`config.mk`:
```
export PLATFORM = sky130hd
export DESIGN_NAME = line_follow_pd_steering
export DESIGN_NICKNAME = d
export VERILOG_FILES = /design/src/hdl/lfpd_pkg.sv /design/src/hdl/lfpd_duty_calc.sv /design/src/hdl/line_follow_pd_steering.sv
export SDC_FILE = /design/constraint.sdc
export NUM_CORES = 1
export LEC_CHECK = 0
export BUFFER_PORTS_ARGS = -buffer_cell sky130_fd_sc_hd__buf_4
export CORE_ASPECT_RATIO = 1.75
export CORE_MARGIN = 10
export CORE_UTILIZATION = 55
export DETAILED_ROUTE_END_ITERATION = 8
export GPL_TIMING_DRIVEN = 0
export PLACE_DENSITY = 0.82
export SETUP_SLACK_MARGIN = 0.5
export SLEW_MARGIN = 25
export SYNTH_ARGS = -nofsm -noshare
export SYNTH_HDL_FRONTEND = slang
export SYNTH_SLANG_ARGS = --single-unit
```
`constraint.sdc`:
```
create_clock -name clk_i -period 16.15 [get_ports clk_i]
set_input_delay 3.23 -clock clk_i [delete_from_list [all_inputs] [get_ports clk_i]]
set_output_delay 3.23 -clock clk_i [all_outputs]
set_load 0.02 [all_outputs]
```
`src/hdl/lfpd_pkg.sv`:
```
// ----------------------------------------------------------------------------
// lfpd_pkg
// Shared types and constants for the PD line-follower steering block.
// ----------------------------------------------------------------------------
`default_nettype none

package lfpd_pkg;

  localparam int SAMPLE_W = 10;
  localparam int DUTY_W   = 10;
  localparam int CFG_W    = 10;
  localparam int IDX_W    = 3;
  localparam int ERR_W    = 4;

  // numerator 30*base -/+ n spans -15345..46035
  localparam int NUM_W    = 17;
  localparam int MAG_W    = 16;
  localparam int QUO_W    = DUTY_W + 2;

  // register indexes
  localparam logic [IDX_W-1:0] CFG_LINE_THRESHOLD = 3'd0;
  localparam logic [IDX_W-1:0] CFG_BASE_SPEED     = 3'd1;
  localparam logic [IDX_W-1:0] CFG_GAIN_P         = 3'd2;
  localparam logic [IDX_W-1:0] CFG_GAIN_D         = 3'd3;
  localparam logic [IDX_W-1:0] CFG_DUTY_MAX       = 3'd4;

  // register reset values
  localparam logic [CFG_W-1:0] RST_LINE_THRESHOLD = 10'd250;
  localparam logic [CFG_W-1:0] RST_BASE_SPEED     = 10'd100;
  localparam logic [CFG_W-1:0] RST_GAIN_P         = 10'd486;
  localparam logic [CFG_W-1:0] RST_GAIN_D         = 10'd109;
  localparam logic [CFG_W-1:0] RST_DUTY_MAX       = 10'd500;

  // line error magnitudes
  localparam logic signed [ERR_W-1:0] ERR_ALL_DARK = 4'sd5;
  localparam logic signed [ERR_W-1:0] ERR_PAIR     = 4'sd3;
  localparam logic signed [ERR_W-1:0] ERR_SINGLE   = 4'sd1;
  localparam logic signed [ERR_W-1:0] ERR_NONE     = 4'sd0;

  // steering divisor and its reciprocal, exact for magnitudes below 2^16
  localparam logic [4:0]       STEER_DIV   = 5'd30;
  localparam logic [MAG_W-1:0] DIV30_MULT  = 16'd34953;
  localparam int               DIV30_SHIFT = 20;

  typedef struct packed {
    logic [SAMPLE_W-1:0] left_sample;
    logic [SAMPLE_W-1:0] middle_sample;
    logic [SAMPLE_W-1:0] right_sample;
  } lfpd_in_t;

  typedef struct packed {
    logic [DUTY_W-1:0]       left_duty;
    logic [DUTY_W-1:0]       right_duty;
    logic signed [ERR_W-1:0] line_error;
    logic                    duty_clamped;
  } lfpd_out_t;

endpackage

`default_nettype wire

```
`src/hdl/lfpd_duty_calc.sv`:
```
// ----------------------------------------------------------------------------
// lfpd_duty_calc
// Divides one steering numerator by 30 (truncating toward zero) and clamps
// the quotient to 0..duty_max.
// ----------------------------------------------------------------------------
`default_nettype none

module lfpd_duty_calc (
  input  wire logic signed [lfpd_pkg::NUM_W-1:0]  num_i,
  input  wire logic        [lfpd_pkg::DUTY_W-1:0] duty_max_i,
  output      logic        [lfpd_pkg::DUTY_W-1:0] duty_o,
  output      logic                               hit_o
);
  import lfpd_pkg::*;

  logic             neg;
  logic [MAG_W-1:0] mag;
  logic [31:0]      prod;
  logic [QUO_W-1:0] quo;

  always_comb begin
    neg  = num_i[NUM_W-1];
    mag  = neg ? MAG_W'(-num_i) : MAG_W'(num_i);
    prod = 32'(mag) * 32'(DIV30_MULT);
    quo  = prod[DIV30_SHIFT +: QUO_W];

    // negative quotient clamps to zero; -29..-1 truncates to zero exactly
    if (neg && (quo != '0)) begin
      duty_o = '0;
      hit_o  = 1'b1;
    end else if (quo > QUO_W'(duty_max_i)) begin
      duty_o = duty_max_i;
      hit_o  = 1'b1;
    end else begin
      duty_o = DUTY_W'(quo);
      hit_o  = 1'b0;
    end
  end

endmodule

`default_nettype wire

```
`src/hdl/line_follow_pd_steering.sv`:
```
// pipeline: an accepted item passes through stage 1 and then the result register to out_valid_o
// throughput: one item per cycle; in_ready_o drops only when both the error
//   stage and the result register hold items and out_ready_i is low
// the last-error feedback register updates on each accepted item, so it sets no gap between items
// reset: config registers return to their defaults, last error clears to 0,
//   both pipeline stages empty; config writes are always accepted
// ----------------------------------------------------------------------------
// line_follow_pd_steering
// Three-sensor line detector with proportional-derivative motor steering.
// Stage 1 decodes the line error and forms the steering numerators, stage 2
// divides by 30 and clamps into the result register.
// ----------------------------------------------------------------------------
`default_nettype none

module line_follow_pd_steering #(
  parameter int SAMPLE_BITS = 10
) (
  input  wire logic                         clk_i,
  input  wire logic                         rst_ni,
  // sample items
  input  wire logic                         in_valid_i,
  output      logic                         in_ready_o,
  input  wire lfpd_pkg::lfpd_in_t           in_data_i,
  // result items
  output      logic                         out_valid_o,
  input  wire logic                         out_ready_i,
  output      lfpd_pkg::lfpd_out_t          out_data_o,
  // register writes
  input  wire logic                         cfg_valid_i,
  output      logic                         cfg_ready_o,
  input  wire logic [lfpd_pkg::IDX_W-1:0]   cfg_index_i,
  input  wire logic [lfpd_pkg::CFG_W-1:0]   cfg_data_i
);
  import lfpd_pkg::*;

  // samples wider than the field use the whole field
  localparam int MaskBits = (SAMPLE_BITS < SAMPLE_W) ? SAMPLE_BITS : SAMPLE_W;
  localparam logic [SAMPLE_W-1:0] SampleMask = SAMPLE_W'((33'd1 << MaskBits) - 33'd1);

  // configuration registers
  logic [CFG_W-1:0] threshold_q, base_q, gain_p_q, gain_d_q, duty_max_q;

  // line error feedback
  logic signed [ERR_W-1:0] last_err_q, err_d;

  // stage 1: decoded error and numerators
  logic                    s1_valid_q;
  logic signed [ERR_W-1:0] s1_err_q;
  logic signed [NUM_W-1:0] s1_num_l_q, s1_num_r_q, num_l_d, num_r_d;

  // stage 2: result register
  logic      out_valid_q;
  lfpd_out_t out_q;

  logic in_fire, out_adv;
  logic dark_l, dark_m, dark_r;

  logic signed [ERR_W:0]   err_diff;
  logic signed [14:0]      prod_p;
  logic signed [15:0]      prod_d;
  logic signed [NUM_W-1:0] steer_n;
  logic [14:0]             base30;

  logic [DUTY_W-1:0] duty_l, duty_r;
  logic              hit_l, hit_r;

  // handshake: result register frees when empty or taken
  assign out_adv     = !out_valid_q || out_ready_i;
  assign in_ready_o  = !s1_valid_q || out_adv;
  assign in_fire     = in_valid_i && in_ready_o;
  assign cfg_ready_o = 1'b1;

  // config writes, out-of-range index ignored
  always_ff @(posedge clk_i or negedge rst_ni) begin
    if (!rst_ni) begin
      threshold_q <= RST_LINE_THRESHOLD;
      base_q      <= RST_BASE_SPEED;
      gain_p_q    <= RST_GAIN_P;
      gain_d_q    <= RST_GAIN_D;
      duty_max_q  <= RST_DUTY_MAX;
    end else if (cfg_valid_i) begin
      unique case (cfg_index_i)
        CFG_LINE_THRESHOLD: threshold_q <= cfg_data_i;
        CFG_BASE_SPEED:     base_q      <= cfg_data_i;
        CFG_GAIN_P:         gain_p_q    <= cfg_data_i;
        CFG_GAIN_D:         gain_d_q    <= cfg_data_i;
        CFG_DUTY_MAX:       duty_max_q  <= cfg_data_i;
        default: ;
      endcase
    end
  end

  // line detection: a sample below threshold is over the line
  always_comb begin
    dark_l = (in_data_i.left_sample   & SampleMask) < threshold_q;
    dark_m = (in_data_i.middle_sample & SampleMask) < threshold_q;
    dark_r = (in_data_i.right_sample  & SampleMask) < threshold_q;

    // priority decode; all dark keeps the side of the previous error
    if (dark_l && dark_m && dark_r) begin
      err_d = last_err_q[ERR_W-1] ? -ERR_ALL_DARK : ERR_ALL_DARK;
    end else if (dark_l && dark_m) begin
      err_d = -ERR_PAIR;
    end else if (dark_l) begin
      err_d = -ERR_SINGLE;
    end else if (dark_r && dark_m) begin
      err_d = ERR_PAIR;
    end else if (dark_r) begin
      err_d = ERR_SINGLE;
    end else begin
      err_d = ERR_NONE;
    end
  end

  // pd term: small gain products, zero when on course
  always_comb begin
    err_diff = (ERR_W+1)'(err_d) - (ERR_W+1)'(last_err_q);
    prod_p   = $signed({1'b0, gain_p_q}) * err_d;
    prod_d   = $signed({1'b0, gain_d_q}) * err_diff;
    steer_n  = (err_d == ERR_NONE) ? '0 : (NUM_W'(prod_p) + NUM_W'(prod_d));
    base30   = 15'(base_q) * 15'(STEER_DIV);
    num_l_d  = $signed({2'b00, base30}) - steer_n;
    num_r_d  = $signed({2'b00, base30}) + steer_n;
  end

  // last error and stage 1 valid
  always_ff @(posedge clk_i or negedge rst_ni) begin
    if (!rst_ni) begin
      last_err_q <= ERR_NONE;
      s1_valid_q <= 1'b0;
    end else begin
      if (in_fire) begin
        last_err_q <= err_d;
      end
      if (in_ready_o) begin
        s1_valid_q <= in_valid_i;
      end
    end
  end

  // stage 1 payload
  always_ff @(posedge clk_i) begin
    if (in_fire) begin
      s1_err_q   <= err_d;
      s1_num_l_q <= num_l_d;
      s1_num_r_q <= num_r_d;
    end
  end

  // divide by 30 and clamp, one unit per motor
  lfpd_duty_calc u_duty_left (
    .num_i      (s1_num_l_q),
    .duty_max_i (duty_max_q),
    .duty_o     (duty_l),
    .hit_o      (hit_l)
  );

  lfpd_duty_calc u_duty_right (
    .num_i      (s1_num_r_q),
    .duty_max_i (duty_max_q),
    .duty_o     (duty_r),
    .hit_o      (hit_r)
  );

  // result register valid
  always_ff @(posedge clk_i or negedge rst_ni) begin
    if (!rst_ni) begin
      out_valid_q <= 1'b0;
    end else if (out_adv) begin
      out_valid_q <= s1_valid_q;
    end
  end

  // result register payload
  always_ff @(posedge clk_i) begin
    if (out_adv && s1_valid_q) begin
      out_q.left_duty    <= duty_l;
      out_q.right_duty   <= duty_r;
      out_q.line_error   <= s1_err_q;
      out_q.duty_clamped <= hit_l || hit_r;
    end
  end

  assign out_valid_o = out_valid_q;
  assign out_data_o  = out_q;

endmodule

`default_nettype wire

```
==> flow_summary.json <==
{
  "critPathRequiredTime_ps": 16310,
  "avgSynthCellArea_sq_um": 9.78,
  "crit_fanout": 10,
  "syn_inst": 1638,
  "synth_fa_ha_area_share_pct": 41.7,
  "grt_max_degree": 57,
  "cts-buffers-inserted": 17,
  "ant_nets": 0,
  "rsz0062_at_grt": "no",
  "setup_viol": 0,
  "max-cap-violations": 0,
  "regArea_sq_um": 3300,
  "use_met3_pct": 2.76,
  "antenna_found_initial": 0,
  "drive_gt1_share_pct": 11.1,
  "slew_headroom_pct": 25.9,
  "die_w_microns": 149,
  "hold_ws_ps": 421,
  "worstSetupStartpointType": "input port",
  "gr-max-usage-layer": "met2",
  "grtUsageTotal_pct": 21.8,
  "synthXorXnorAreaFrac_pct": 5.25,
  "area_growth_pct": 10.4,
  "num-nets-final": 2238,
  "arrival_ps": 13810,
  "worstMarginPinSlew_ps": 1080,
  "yosysWarnings": 0,
  "root_buffer": "clkbuf_16",
  "synth_top_area_cell": "ha_1",
  "grt-ovfl-total": 0,
  "ys_ff_latch": 118,
  "synthTopCellsByArea": "ha_1, fa_1, edfxtp_1",
  "grtUsageMet2_pct": 43.0,
  "start_util_pct": 55.7,
  "nFillCells": 2308,
  "holdPathEnd": "out_data_o[4]$_DFFE_PP_",
  "synth_ff_type": "edfxtp_1",
  "reg2regPathDepth": 39,
  "dr.pass1.iters": 7,
  "die_y_microns": 246,
  "remaining_drc_errors": 0,
  "crit_path_top_delay_cell": "a2111oi_0",
  "ys_types": 73,
  "synth_top_family_by_area": "adder cells",
  "end_kind": "register",
  "cts_hold_buf": 0,
  "worstSetupPathType": "input port to register",
  "finalHoldViolations": 0,
  "tns_ps": 0,
  "min_from": "s1_err_q[3]$_DFFE_PP_",
  "clock_insertion_delay_worst_skew_ps": 450,
  "vias_per_cell": 5.81,
  "synth_nets": 2145,
  "synth-compound-area-share_pct": 11.3,
  "slew_violations": 0,
  "initialDrtViolationCount": 537,
  "ys_async_sr_fraction_pct": 47.5,
  "numPortBuffers": 73,
  "wl_microns": 39400,
  "fin_crit_ps": 13650,
  "multi_input_area_sq_um": 11800,
  "syn_area_sq_um": 16000,
  "detailed_place_hpwl_microns": 33000,
  "clk_pin_slew_worst_paths_ps": 60,
  "post_cts_buffers": 0,
  "synth-edff-count": 62,
  "final_common_cell": "ha_1",
  "yosysSeqAreaShare_pct": 20.6,
  "rr_startpoint": "threshold_q[1]$_DFFE_PN1P_",
  "wl_per_cell_microns": 18.6,
  "status": "complete, no violations",
  "cts_max_level": 4,
  "fin_crit_sh_pct": 84.5,
  "clock-sinks": 118,
  "synthDominantCellAreaShare_pct": 26.2,
  "dieArea_sq_um": 36600,
  "vias": 12300,
  "cpMostUsedCell": "fa_1",
  "coreArea_sq_um": 28700,
  "dpl_cell_area_sq_um": 17100,
  "r2r_slack_ps": 4780,
  "holdPathStages": 0,
  "design.portCount": 76,
  "tritoncts": "yes",
  "globalplace.congestion": 0.912,
  "grt_pass1_wl_microns": 63900,
  "diodes": 0,
  "max_freq_mhz": 73.2,
  "clock_skew_ps": 15.3,
  "first_global_vias": 13300,
  "use_met1_pct": 20.2,
  "cts.path.max_buffers": 2,
  "hp-class": "register to register",
  "final_cell_mix": "ha_1, inv_1, fa_1",
  "synthSimpleGateAreaFrac_pct": 11.9,
  "cp_slowest_stage_delay_ps": 810,
  "num_rows": 82,
  "timing.rr.end": "s1_num_l_q[15]$_DFFE_PP_",
  "synth_mux_area_share_pct": 3.20,
  "cts_resized": 0,
  "postLayoutCellArea_sq_um": 17700
}
[layout make-up]
cell class | count | share of cell area [%]
clock buffers | 17 | 2.41
multi-input cells | 1267 | 66.6
plain buffers | 30 | 0.729
inverters | 223 | 4.74
repair buffers | 74 | 3.21
well taps | 378 | 2.68
flip-flops and latches | 118 | 18.7
clock inverters | 15 | 1.01
[synthesized netlist by cell type, types with 4 or more instances]
| library cell | n |
|---|---|
| a31oi_1 | 5 |
| inv_1 | 223 |
| fa_1 | 124 |
| nand4_1 | 12 |
| or4_1 | 4 |
| nand2_1 | 104 |
| a21o_1 | 16 |
| clkbuf_1 | 23 |
| ha_1 | 335 |
| o41ai_1 | 5 |
| a211oi_1 | 17 |
| edfxtp_1 | 62 |
| nand3_1 | 21 |
| o21ai_0 | 91 |
| xnor2_1 | 66 |
| a21oi_1 | 73 |
| o31ai_1 | 8 |
| a21boi_0 | 5 |
| nor2_1 | 83 |
| dfstp_2 | 26 |
| o31a_1 | 6 |
| dfrtp_1 | 30 |
| o21a_1 | 15 |
| or3_1 | 14 |
| xor2_1 | 30 |
| nor3_1 | 23 |
| o21bai_1 | 4 |
| mux2i_1 | 14 |
| or2_2 | 9 |
| nor2b_1 | 25 |
| mux2_2 | 33 |
| nand2b_1 | 39 |
| and2_1 | 33 |
[worst max-delay path: cells and delay by family]
family	cells	cell delay (ps)
simple gates	6	850
fa+ha+maj	10	4310
compound gates	10	3020
xor+xnor	3	1070
buf+inv	7	1320
[how the worst max path moves through the flow]
stage	startpoint	to	slack, ps	cells after the start
after floorplan	in_data_i[11]	s1_num_l_q[15]$_DFFE_PP_	4370	39
after global placement	in_data_i[21]	s1_num_l_q[15]$_DFFE_PP_	2610	36
after detailed placement	in_data_i[11]	s1_num_l_q[15]$_DFFE_PP_	2300	39
after CTS	in_data_i[11]	s1_num_l_q[15]$_DFFE_PP_	2710	39
after global routing	in_data_i[25]	s1_num_l_q[15]$_DFFE_PP_	2210	36
final	in_data_i[21]	s1_num_l_q[15]$_DFFE_PP_	2500	36
[layer usage]
layer,up-vias,part of all wire [%]
met5,-,0
met4,0,5.8
met3,136,3.4
met2,361,57
met1,6011,34
li1,5824,-
[metrics by stage]
step	util (%)	cells	setup WS [ps]
floorplan	-	1638	4370
global placement	59.3	2089	2610
detailed placement	59.4	2090	2300
CTS	61.5	2122	2710
global route	61.5	2122	2210
finish	61.5	2122	2500
[registers in the layout, summed over array words and instances, names as in the netlist]
register     count
out_data_o      25
s1_num_l_q      17
s1_num_r_q      16
base_q          10
duty_max_q      10
gain_d_q        10
gain_p_q        10
threshold_q     10
last_err_q       4
s1_err_q         4
out_valid_o      1
s1_valid_q       1
[cell families after synthesis]
group,Yosys count
adder cells (fa/ha/maj),459
AND/OR/NAND/NOR,383
AO/OA/AOI/OAI,281
buffers and inverters,253
flip-flops,118
XOR/XNOR,96
multiplexers,47
other,1
Power is left out: the tool's default activity adds up to more than one toggle a clock period on the data nets, which glitch-free logic cannot reach.
